$ cat src/rtl/core/wsc_pkg.sv
// Shared constants, codes and controller/datapath interface types for the
// wavetable sound channel. No dependencies.
`default_nettype none

package wsc_pkg;

    localparam int WAVE_ENTRIES    = 32;
    localparam int IDX_W           = $clog2(WAVE_ENTRIES);
    localparam int WAVE_BYTES      = WAVE_ENTRIES / 2;
    localparam int BYTE_IDX_W      = IDX_W - 1;
    localparam int LEN_TICK_CYCLES = 16384;
    localparam int RELOAD_W        = $clog2(256 * LEN_TICK_CYCLES + 1);
    localparam int LEFT_W          = RELOAD_W + 1;
    localparam int PERIOD_W        = 11;
    localparam int STEP_PERIOD_W   = 13;
    localparam int STEP_LEFT_W     = 14;

    localparam logic [STEP_PERIOD_W-1:0] STEP_BASE = STEP_PERIOD_W'(2 * 2048);

    // operation codes
    localparam logic [1:0] OP_REG     = 2'd0;
    localparam logic [1:0] OP_WAVE    = 2'd1;
    localparam logic [1:0] OP_ADVANCE = 2'd2;

    // control register indexes
    localparam logic [3:0] REG_DAC     = 4'd0;
    localparam logic [3:0] REG_LENGTH  = 4'd1;
    localparam logic [3:0] REG_LEVEL   = 4'd2;
    localparam logic [3:0] REG_FREQ_LO = 4'd3;
    localparam logic [3:0] REG_FREQ_HI = 4'd4;

    // readback masks
    localparam logic [7:0] RB_MASK_DAC     = 8'h80;
    localparam logic [7:0] RB_MASK_LEVEL   = 8'h60;
    localparam logic [7:0] RB_MASK_FREQ_HI = 8'h40;

    typedef struct packed {
        logic accept;
        logic step;
        logic load;
    } wsc_cmd_t;

    typedef struct packed {
        logic step_due;
    } wsc_status_t;

endpackage

`default_nettype wire

$ cat src/rtl/core/wavetable_sound_channel_unit.sv
// An accepted input word is worked in ST_STEP: the sample index is stepped while
// a step is due (0 to 32 steps for an advance), then the result word is loaded
// once the output slot is free. A new word is accepted only in ST_IDLE, after that load.
// A finished result waits in the output register while the next word starts.
// Reset (rst_n, async, active low): channel stopped, all registers and the
// wave store cleared, no result pending.
`default_nettype none

module wavetable_sound_channel_unit (
    input  wire logic        clk,
    input  wire logic        rst_n,
    input  wire logic        in_valid,
    output logic             in_stall,
    input  wire logic [1:0]  op,
    input  wire logic [3:0]  offset,
    input  wire logic [7:0]  data,
    input  wire logic [5:0]  cycles,
    output logic             out_valid,
    input  wire logic        out_stall,
    output logic [7:0]       readback,
    output logic signed [4:0] sample_out,
    output logic             running
);

    wsc_pkg::wsc_cmd_t    cmd;
    wsc_pkg::wsc_status_t status;

    wsc_ctrl u_ctrl (
        .clk       (clk),
        .rst_n     (rst_n),
        .in_valid  (in_valid),
        .in_stall  (in_stall),
        .out_valid (out_valid),
        .out_stall (out_stall),
        .status    (status),
        .cmd       (cmd)
    );

    wsc_datapath u_dp (
        .clk        (clk),
        .rst_n      (rst_n),
        .cmd        (cmd),
        .op         (op),
        .offset     (offset),
        .data       (data),
        .cycles     (cycles),
        .status     (status),
        .readback   (readback),
        .sample_out (sample_out),
        .running    (running)
    );

endmodule

`default_nettype wire

$ cat src/rtl/core/wsc_ctrl.sv
// Controller for the wavetable sound channel: input/output handshake and
// sequencing of sample-index steps. Depends on wsc_pkg.
`default_nettype none

module wsc_ctrl (
    input  wire logic                 clk,
    input  wire logic                 rst_n,
    input  wire logic                 in_valid,
    output logic                      in_stall,
    output logic                      out_valid,
    input  wire logic                 out_stall,
    input  wire wsc_pkg::wsc_status_t status,
    output wsc_pkg::wsc_cmd_t         cmd
);

    typedef enum logic {
        ST_IDLE,
        ST_STEP
    } state_t;

    state_t state_reg;
    state_t state_next;
    logic   out_valid_reg;
    logic   out_valid_next;
    logic   slot_free;

    assign slot_free = !out_valid_reg || !out_stall;

    always_comb
    begin
        cmd            = '0;
        state_next     = state_reg;
        out_valid_next = out_valid_reg && out_stall;
        case (state_reg)
            ST_IDLE:
            begin
                if (in_valid)
                begin
                    cmd.accept = 1'b1;
                    state_next = ST_STEP;
                end
            end
            ST_STEP:
            begin
                if (status.step_due)
                begin
                    cmd.step = 1'b1;
                end
                else if (slot_free)
                begin
                    cmd.load       = 1'b1;
                    out_valid_next = 1'b1;
                    state_next     = ST_IDLE;
                end
            end
            default:
            begin
                state_next = ST_IDLE;
            end
        endcase
    end

    always_ff @(posedge clk or negedge rst_n)
    begin
        if (!rst_n)
        begin
            state_reg     <= ST_IDLE;
            out_valid_reg <= 1'b0;
        end
        else
        begin
            state_reg     <= state_next;
            out_valid_reg <= out_valid_next;
        end
    end

    assign in_stall  = (state_reg != ST_IDLE);
    assign out_valid = out_valid_reg;

endmodule

`default_nettype wire

$ cat src/rtl/core/wsc_datapath.sv
// Datapath for the wavetable sound channel: control registers, wave store,
// length and period counters, output word registers. Depends on wsc_pkg.
`default_nettype none

module wsc_datapath (
    input  wire logic                 clk,
    input  wire logic                 rst_n,
    input  wire wsc_pkg::wsc_cmd_t    cmd,
    input  wire logic [1:0]           op,
    input  wire logic [3:0]           offset,
    input  wire logic [7:0]           data,
    input  wire logic [5:0]           cycles,
    output wsc_pkg::wsc_status_t      status,
    output logic [7:0]                readback,
    output logic signed [4:0]         sample_out,
    output logic                      running
);

    logic                                   dac_enabled_reg, dac_enabled_next;
    logic                                   playing_reg, playing_next;
    logic                                   length_enabled_reg, length_enabled_next;
    logic [1:0]                             level_shift_reg, level_shift_next;
    logic [wsc_pkg::PERIOD_W-1:0]           period_code_reg, period_code_next;
    logic [wsc_pkg::RELOAD_W-1:0]           length_reload_reg, length_reload_next;
    logic [wsc_pkg::LEFT_W-1:0]             length_left_reg, length_left_next;
    logic [wsc_pkg::STEP_PERIOD_W-1:0]      step_period_reg, step_period_next;
    logic [wsc_pkg::STEP_LEFT_W-1:0]        step_left_reg, step_left_next;
    logic [wsc_pkg::IDX_W-1:0]              sample_index_reg, sample_index_next;
    logic [7:0]                             wave_reg [wsc_pkg::WAVE_BYTES];
    logic [7:0]                             wave_next [wsc_pkg::WAVE_BYTES];
    logic                                   walk_reg, walk_next;
    logic [7:0]                             rb_pend_reg, rb_pend_next;
    logic [7:0]                             readback_reg, readback_next;
    logic signed [4:0]                      sample_reg, sample_next;
    logic                                   running_reg, running_next;

    logic [wsc_pkg::LEFT_W-1:0]             len_dec;
    logic [wsc_pkg::STEP_LEFT_W-1:0]        step_dec;
    logic [wsc_pkg::PERIOD_W-1:0]           new_period;
    logic [wsc_pkg::STEP_PERIOD_W-1:0]      trig_period;
    logic [wsc_pkg::RELOAD_W-1:0]           reload_calc;
    logic [7:0]                             wave_byte;
    logic [3:0]                             nib;
    logic [3:0]                             lvl;

    assign len_dec     = length_left_reg - wsc_pkg::LEFT_W'(cycles);
    assign step_dec    = step_left_reg - wsc_pkg::STEP_LEFT_W'(cycles);
    assign new_period  = {data[2:0], period_code_reg[7:0]};
    assign trig_period = wsc_pkg::STEP_BASE - {1'b0, new_period, 1'b0};
    assign reload_calc = wsc_pkg::RELOAD_W'((9'd256 - {1'b0, data})
                         * wsc_pkg::LEN_TICK_CYCLES);

    assign wave_byte = wave_reg[sample_index_reg[wsc_pkg::IDX_W-1:1]];
    assign nib       = sample_index_reg[0] ? wave_byte[3:0] : wave_byte[7:4];
    assign lvl       = nib >> (level_shift_reg - 2'd1);

    assign status.step_due = walk_reg
        && (step_left_reg[wsc_pkg::STEP_LEFT_W-1] || (step_left_reg == '0));

    always_comb
    begin
        dac_enabled_next    = dac_enabled_reg;
        playing_next        = playing_reg;
        length_enabled_next = length_enabled_reg;
        level_shift_next    = level_shift_reg;
        period_code_next    = period_code_reg;
        length_reload_next  = length_reload_reg;
        length_left_next    = length_left_reg;
        step_period_next    = step_period_reg;
        step_left_next      = step_left_reg;
        sample_index_next   = sample_index_reg;
        wave_next           = wave_reg;
        walk_next           = walk_reg;
        rb_pend_next        = rb_pend_reg;
        readback_next       = readback_reg;
        sample_next         = sample_reg;
        running_next        = running_reg;

        if (cmd.accept)
        begin
            rb_pend_next = '0;
            walk_next    = 1'b0;
            case (op)
                wsc_pkg::OP_REG:
                begin
                    case (offset)
                        wsc_pkg::REG_DAC:
                        begin
                            dac_enabled_next = data[7];
                            rb_pend_next     = data & wsc_pkg::RB_MASK_DAC;
                        end
                        wsc_pkg::REG_LENGTH:
                        begin
                            length_reload_next = reload_calc;
                            length_left_next   = wsc_pkg::LEFT_W'(reload_calc);
                            rb_pend_next       = data;
                        end
                        wsc_pkg::REG_LEVEL:
                        begin
                            level_shift_next = data[6:5];
                            rb_pend_next     = data & wsc_pkg::RB_MASK_LEVEL;
                        end
                        wsc_pkg::REG_FREQ_LO:
                        begin
                            period_code_next[7:0] = data;
                            rb_pend_next          = data;
                        end
                        wsc_pkg::REG_FREQ_HI:
                        begin
                            period_code_next    = new_period;
                            length_enabled_next = data[6];
                            rb_pend_next        = data & wsc_pkg::RB_MASK_FREQ_HI;
                            if (data[7])
                            begin
                                length_left_next  = wsc_pkg::LEFT_W'(length_reload_reg);
                                step_period_next  = trig_period;
                                step_left_next    = wsc_pkg::STEP_LEFT_W'(trig_period);
                                sample_index_next = '0;
                                playing_next      = 1'b1;
                            end
                        end
                        default:
                        begin
                        end
                    endcase
                end
                wsc_pkg::OP_WAVE:
                begin
                    wave_next[offset[wsc_pkg::BYTE_IDX_W-1:0]] = data;
                end
                wsc_pkg::OP_ADVANCE:
                begin
                    if (playing_reg)
                    begin
                        if (length_enabled_reg)
                        begin
                            length_left_next = len_dec;
                        end
                        if (length_enabled_reg
                            && (len_dec[wsc_pkg::LEFT_W-1] || (len_dec == '0)))
                        begin
                            playing_next = 1'b0;
                        end
                        else if (step_period_reg != '0)
                        begin
                            step_left_next = step_dec;
                            walk_next      = 1'b1;
                        end
                    end
                end
                default:
                begin
                end
            endcase
        end

        if (cmd.step)
        begin
            step_left_next    = step_left_reg + wsc_pkg::STEP_LEFT_W'(step_period_reg);
            sample_index_next = sample_index_reg + 1'b1;
        end

        if (cmd.load)
        begin
            readback_next = rb_pend_reg;
            running_next  = playing_reg;
            if (dac_enabled_reg && playing_reg && (level_shift_reg != 2'd0))
            begin
                // 2*s-15 in 5-bit two's complement
                sample_next = {~lvl[3], lvl[2:0], 1'b1};
            end
            else
            begin
                sample_next = '0;
            end
        end
    end

    always_ff @(posedge clk or negedge rst_n)
    begin
        if (!rst_n)
        begin
            dac_enabled_reg    <= 1'b0;
            playing_reg        <= 1'b0;
            length_enabled_reg <= 1'b0;
            level_shift_reg    <= '0;
            period_code_reg    <= '0;
            length_reload_reg  <= '0;
            length_left_reg    <= '0;
            step_period_reg    <= '0;
            step_left_reg      <= '0;
            sample_index_reg   <= '0;
            for (int i = 0; i < wsc_pkg::WAVE_BYTES; i++)
            begin
                wave_reg[i] <= '0;
            end
            walk_reg           <= 1'b0;
            rb_pend_reg        <= '0;
            readback_reg       <= '0;
            sample_reg         <= '0;
            running_reg        <= 1'b0;
        end
        else
        begin
            dac_enabled_reg    <= dac_enabled_next;
            playing_reg        <= playing_next;
            length_enabled_reg <= length_enabled_next;
            level_shift_reg    <= level_shift_next;
            period_code_reg    <= period_code_next;
            length_reload_reg  <= length_reload_next;
            length_left_reg    <= length_left_next;
            step_period_reg    <= step_period_next;
            step_left_reg      <= step_left_next;
            sample_index_reg   <= sample_index_next;
            wave_reg           <= wave_next;
            walk_reg           <= walk_next;
            rb_pend_reg        <= rb_pend_next;
            readback_reg       <= readback_next;
            sample_reg         <= sample_next;
            running_reg        <= running_next;
        end
    end

    assign readback   = readback_reg;
    assign sample_out = sample_reg;
    assign running    = running_reg;

endmodule

`default_nettype wire

$ cat config.mk
export PLATFORM = sky130hd
export DESIGN_NAME = wavetable_sound_channel_unit
export DESIGN_NICKNAME = d
export VERILOG_FILES = /design/src/rtl/core/wsc_pkg.sv /design/src/rtl/core/wavetable_sound_channel_unit.sv /design/src/rtl/core/wsc_ctrl.sv /design/src/rtl/core/wsc_datapath.sv
export SDC_FILE = /design/constraint.sdc
export NUM_CORES = 1
export LEC_CHECK = 0
export BUFFER_PORTS_ARGS = -buffer_cell sky130_fd_sc_hd__buf_2
export CORE_ASPECT_RATIO = 1.2
export CORE_UTILIZATION = 49
export CTS_CLUSTER_DIAMETER = 120
export CTS_CLUSTER_SIZE = 16
export DETAILED_ROUTE_END_ITERATION = 7
export GPL_ROUTABILITY_DRIVEN = 0
export PLACE_DENSITY_LB_ADDON = 0.3
export SLEW_MARGIN = 20
export SYNTH_ARGS = -nofsm -noshare
export SYNTH_HDL_FRONTEND = slang
export SYNTH_SLANG_ARGS = --single-unit
$ cat constraint.sdc
create_clock -name clk -period 5.63 [get_ports clk]
set_clock_uncertainty 0.1 [all_clocks]
set_input_delay 0.563 -clock clk [delete_from_list [all_inputs] [get_ports clk]]
set_output_delay 0.563 -clock clk [all_outputs]
set_load 0.1 [all_outputs]
==> flow_summary_export.csv <==
group,metric,value,unit
worst_setup_path,worstSetupPathType,"flip-flop to flip-flop",
final_layout,fin_util,53.55,%
power_and_ir_drop,p_leak,6.069,nW
power_and_ir_drop,max-vdd-ir-drop,0.0002745,V
worst_setup_path,cp.required,5.93,ns
cts,post-cts-setup-buffer-count,0,
timing,fin_crit_sh,67.27,%
worst_setup_path,worst_setup_path_end_kind,"flip-flop",
cts,cts_tree,"done",
global_route,grt_pass1_wl,48440,um
cts,postCtsResizedCells,0,
cts,clock-sinks,230,
floorplanning,start_util,49.84,%
cts,clk_path_buf_depth,3,
routing,drt_wl_total,29450,um
outcome,violations,"hold timing",
synth,synthCells,1120,
synth,synth-edff-count,0,
power_and_ir_drop,powerDensity,397.5,nW/um^2
worst_setup_path,cp-start-kind,"flip-flop",
timing,max_freq,264.0,MHz
final_layout,num_antenna_cells,0,
global_route,antenna_found_initial,0,
timing,slew_headroom,41.66,%
floorplanning,ioPinCount,40,
final_layout,largest_register_ffs,128,
global_route,grt_pass1_vias,8864,
routing,vias,8786,
timing,finalSetupTns,0,ns
final_layout,area_growth,7.448,%
placement,dpl.hpwl,20110,um
cts,clock-root-buffer,"clkbuf_16",
min_path,hold_path.class,"input port to asynchronous set/reset pin",
routing,first_pass_iters,8,
routing,ant_nets,0,
routing,drt_iter0_drc,580,
synth,synth.avg_cell_area,10.98,sq um
routing,avgRoutedWirePerCell,20.34,um
timing,max_slew.worst_pin.slew,0.8677,ns
global_route,grt_max_degree,104,
timing,setup_violations,0,
timing,period_minus_slack,3.787,ns
timing,slew_violations,0,
final_layout,drive_gt1_share,22.89,%
worst_setup_path,critPathArrivalTime,4.08,ns
run,cap_violations,0,
timing,hold_viol_final,1,
floorplanning,die_h,175.5,um
global_route,track_usage,23.82,%
timing,rsz0062_at_grt,"no",
outcome,status,"complete, but fails checks",
floorplanning,fp.dieW,146.6,um
cts,path_clk_slew,0.08,ns
synth,synth-seq-area-share,46.81,%
synth,synth.net_count,1175,
cts,cts-hold-fix-buffers,0,
floorplanning,num_rows,63,
cts,cts_max_level,1,
floorplanning,core-area,24670,sq um
synth,ys_warn_count,0,
synth,netlist_area,12300,sq um
placement,numPortBuffers,39,
routing,via_per_inst,6.068,
routing,drc,0,
synth,async_reset_ff_share,100.0,%
worst_setup_path,crit_fanout,20,
cts,cts_buffers,18,
synth,ys_ff_latch,230,
floorplanning,dieArea,25740,sq um
synth,synth.distinct_cells,75,
global_route,grt_overflow_total,0,
cts,clk-insertion-delay-late,0.51,ns
final_layout,finalNetCount,1177,
synth,ys.flop_type,"dfrtp_1",
timing,holdWs,-0.004427,ns
cell usage after synthesis, drive strengths merged, types with 4 or more instances:
cell / number / share of area, %
or2: 6 / 0.31
nor2b: 10 / 0.51
a31oi: 10 / 0.51
o211ai: 4 / 0.24
a211oi: 11 / 0.67
dfrtp: 230 / 47
inv: 34 / 1.0
a22o: 9 / 0.64
nand3b: 4 / 0.24
nand3: 17 / 0.69
nand4: 6 / 0.31
o31ai: 7 / 0.43
a22oi: 4 / 0.24
o22ai: 6 / 0.31
clkbuf: 59 / 1.8
o22a: 5 / 0.36
nor3: 20 / 0.91
nand2b: 9 / 0.46
xnor2: 20 / 1.4
and2: 4 / 0.20
ha: 28 / 2.8
o21ai: 97 / 3.9
a21oi: 33 / 1.3
a21o: 9 / 0.55
mux2: 129 / 12
nand2: 127 / 3.9
a2111oi: 4 / 0.49
nor3b: 4 / 0.24
nor4: 19 / 1.0
o21a: 4 / 0.24
mux4: 40 / 7.3
buf: 8 / 0.40
or3: 6 / 0.35
xor2: 13 / 0.93
mux2i: 6 / 0.49
nor2: 64 / 2.0
and3: 8 / 0.41
layout make-up:
| class | instances | area (sq um) |
|---|---|---|
| clock inverters | 1 | 11.26 |
| clock buffers | 20 | 479.2 |
| repair buffers | 49 | 280.3 |
| well taps | 325 | 406.6 |
| flip-flops and latches | 230 | 5757 |
| fillers | 2173 | 11460 |
| inverters | 34 | 127.6 |
| multi-input cells | 789 | 6151 |
metrics by stage:
stage / cells / setup WS, ns / cell area [sq um] / power, mW
after floorplan: 1120 / 2.032 / 12300 / 3.593
after CTS: 1448 / 1.844 / 13210 / 5.281
after detailed placement: 1427 / 1.603 / 12720 / 4.078
after global placement: 1427 / 1.639 / 12720 / 4.031
after global routing: 1448 / 1.621 / 13210 / 5.576
final: 1448 / 1.843 / 13210 / 5.251
worst paths after layout:
kind,startpoint,to,slack [ns],cells past startpoint
worst min register to register,u_dp.wave_reg[65],u_dp.wave_reg[65],0.38,2
min in group clk,out_stall,u_ctrl.out_valid,0.17,3
worst max-delay path,u_dp.length_left_reg[0],u_dp.step_left_reg[11],1.84,14
max in group asynchronous,rst_n,u_dp.wave_reg[12],4.05,2
worst min-delay path,rst_n,u_dp.length_left_reg[1],-0.004,1
worst max register to register,u_dp.length_left_reg[0],u_dp.step_left_reg[11],1.84,14
power breakdown:
| group | leakage [nW] | total, mW | internal, mW | switching, mW |
|---|---|---|---|---|
| clock network | 0.241 | 1.19 | 0.605 | 0.587 |
| registers | 3.07 | 2.27 | 1.95 | 0.317 |
| logic | 2.76 | 1.79 | 0.742 | 1.05 |
cells in the final DEF, fill, tap and decap left out, drive strengths merged, types with 5 or more instances in the layout:
cell    instances
dfrtp         230
mux2          129
nand2         127
o21ai          97
nor2           64
buf            49
mux4           40
inv            35
a21oi          33
ha             28
xnor2          20
nor3           20
clkbuf         20
nor4           19
nand3          17
xor2           13
a211oi         11
a31oi          10
nor2b          10
nand2b          9
a21o            9
a22o            9
and3            8
o31ai           7
mux2i           6
nand4           6
or2             6
o22ai           6
or3             6
o22a            5
routing by layer:
| layer | part of all wire (%) | routed length [um] | GRT usage [%] | up-vias |
|---|---|---|---|---|
| li1 | - | - | - | 4090 |
| met3 | 3.6 | 1060 | 2.468 | 49 |
| met1 | 42 | 12490 | 30.90 | 4453 |
| met2 | 51 | 15150 | 41.82 | 194 |
| met4 | 2.5 | 751 | 7.465 | 0 |
| met5 | 0 | 0 | 0 | - |
logic make-up (layout without fill, tap and decap cells):
family / count (synthesis) / after routing / share of synthesized area [%]
simple gates: 315 / 315 / 12.26
compound gates: 235 / 235 / 12.38
flops: 230 / 230 / 46.81
mux: 175 / 175 / 19.63
buf+inv: 101 / 104 / 3.236
xor+xnor: 33 / 33 / 2.350
fa+ha+maj: 31 / 31 / 3.337
worst max-delay path, cell delays in order, from the launching register on:
cell and delay [ns]:
dfrtp_1 0.38, inv_1 0.06, ha_1 0.15, inv_1 0.05, fa_1 0.39, a21o_1 0.21, a21oi_1 0.18, xnor2_1 0.11
or4_1 0.52, or4_4 0.46, a2111oi_4 0.24, a211oi_2 0.11, buf_4 0.23, a22o_1 0.20, a221o_1 0.28
No activity file was read; power rests on OpenSTA's default activity.
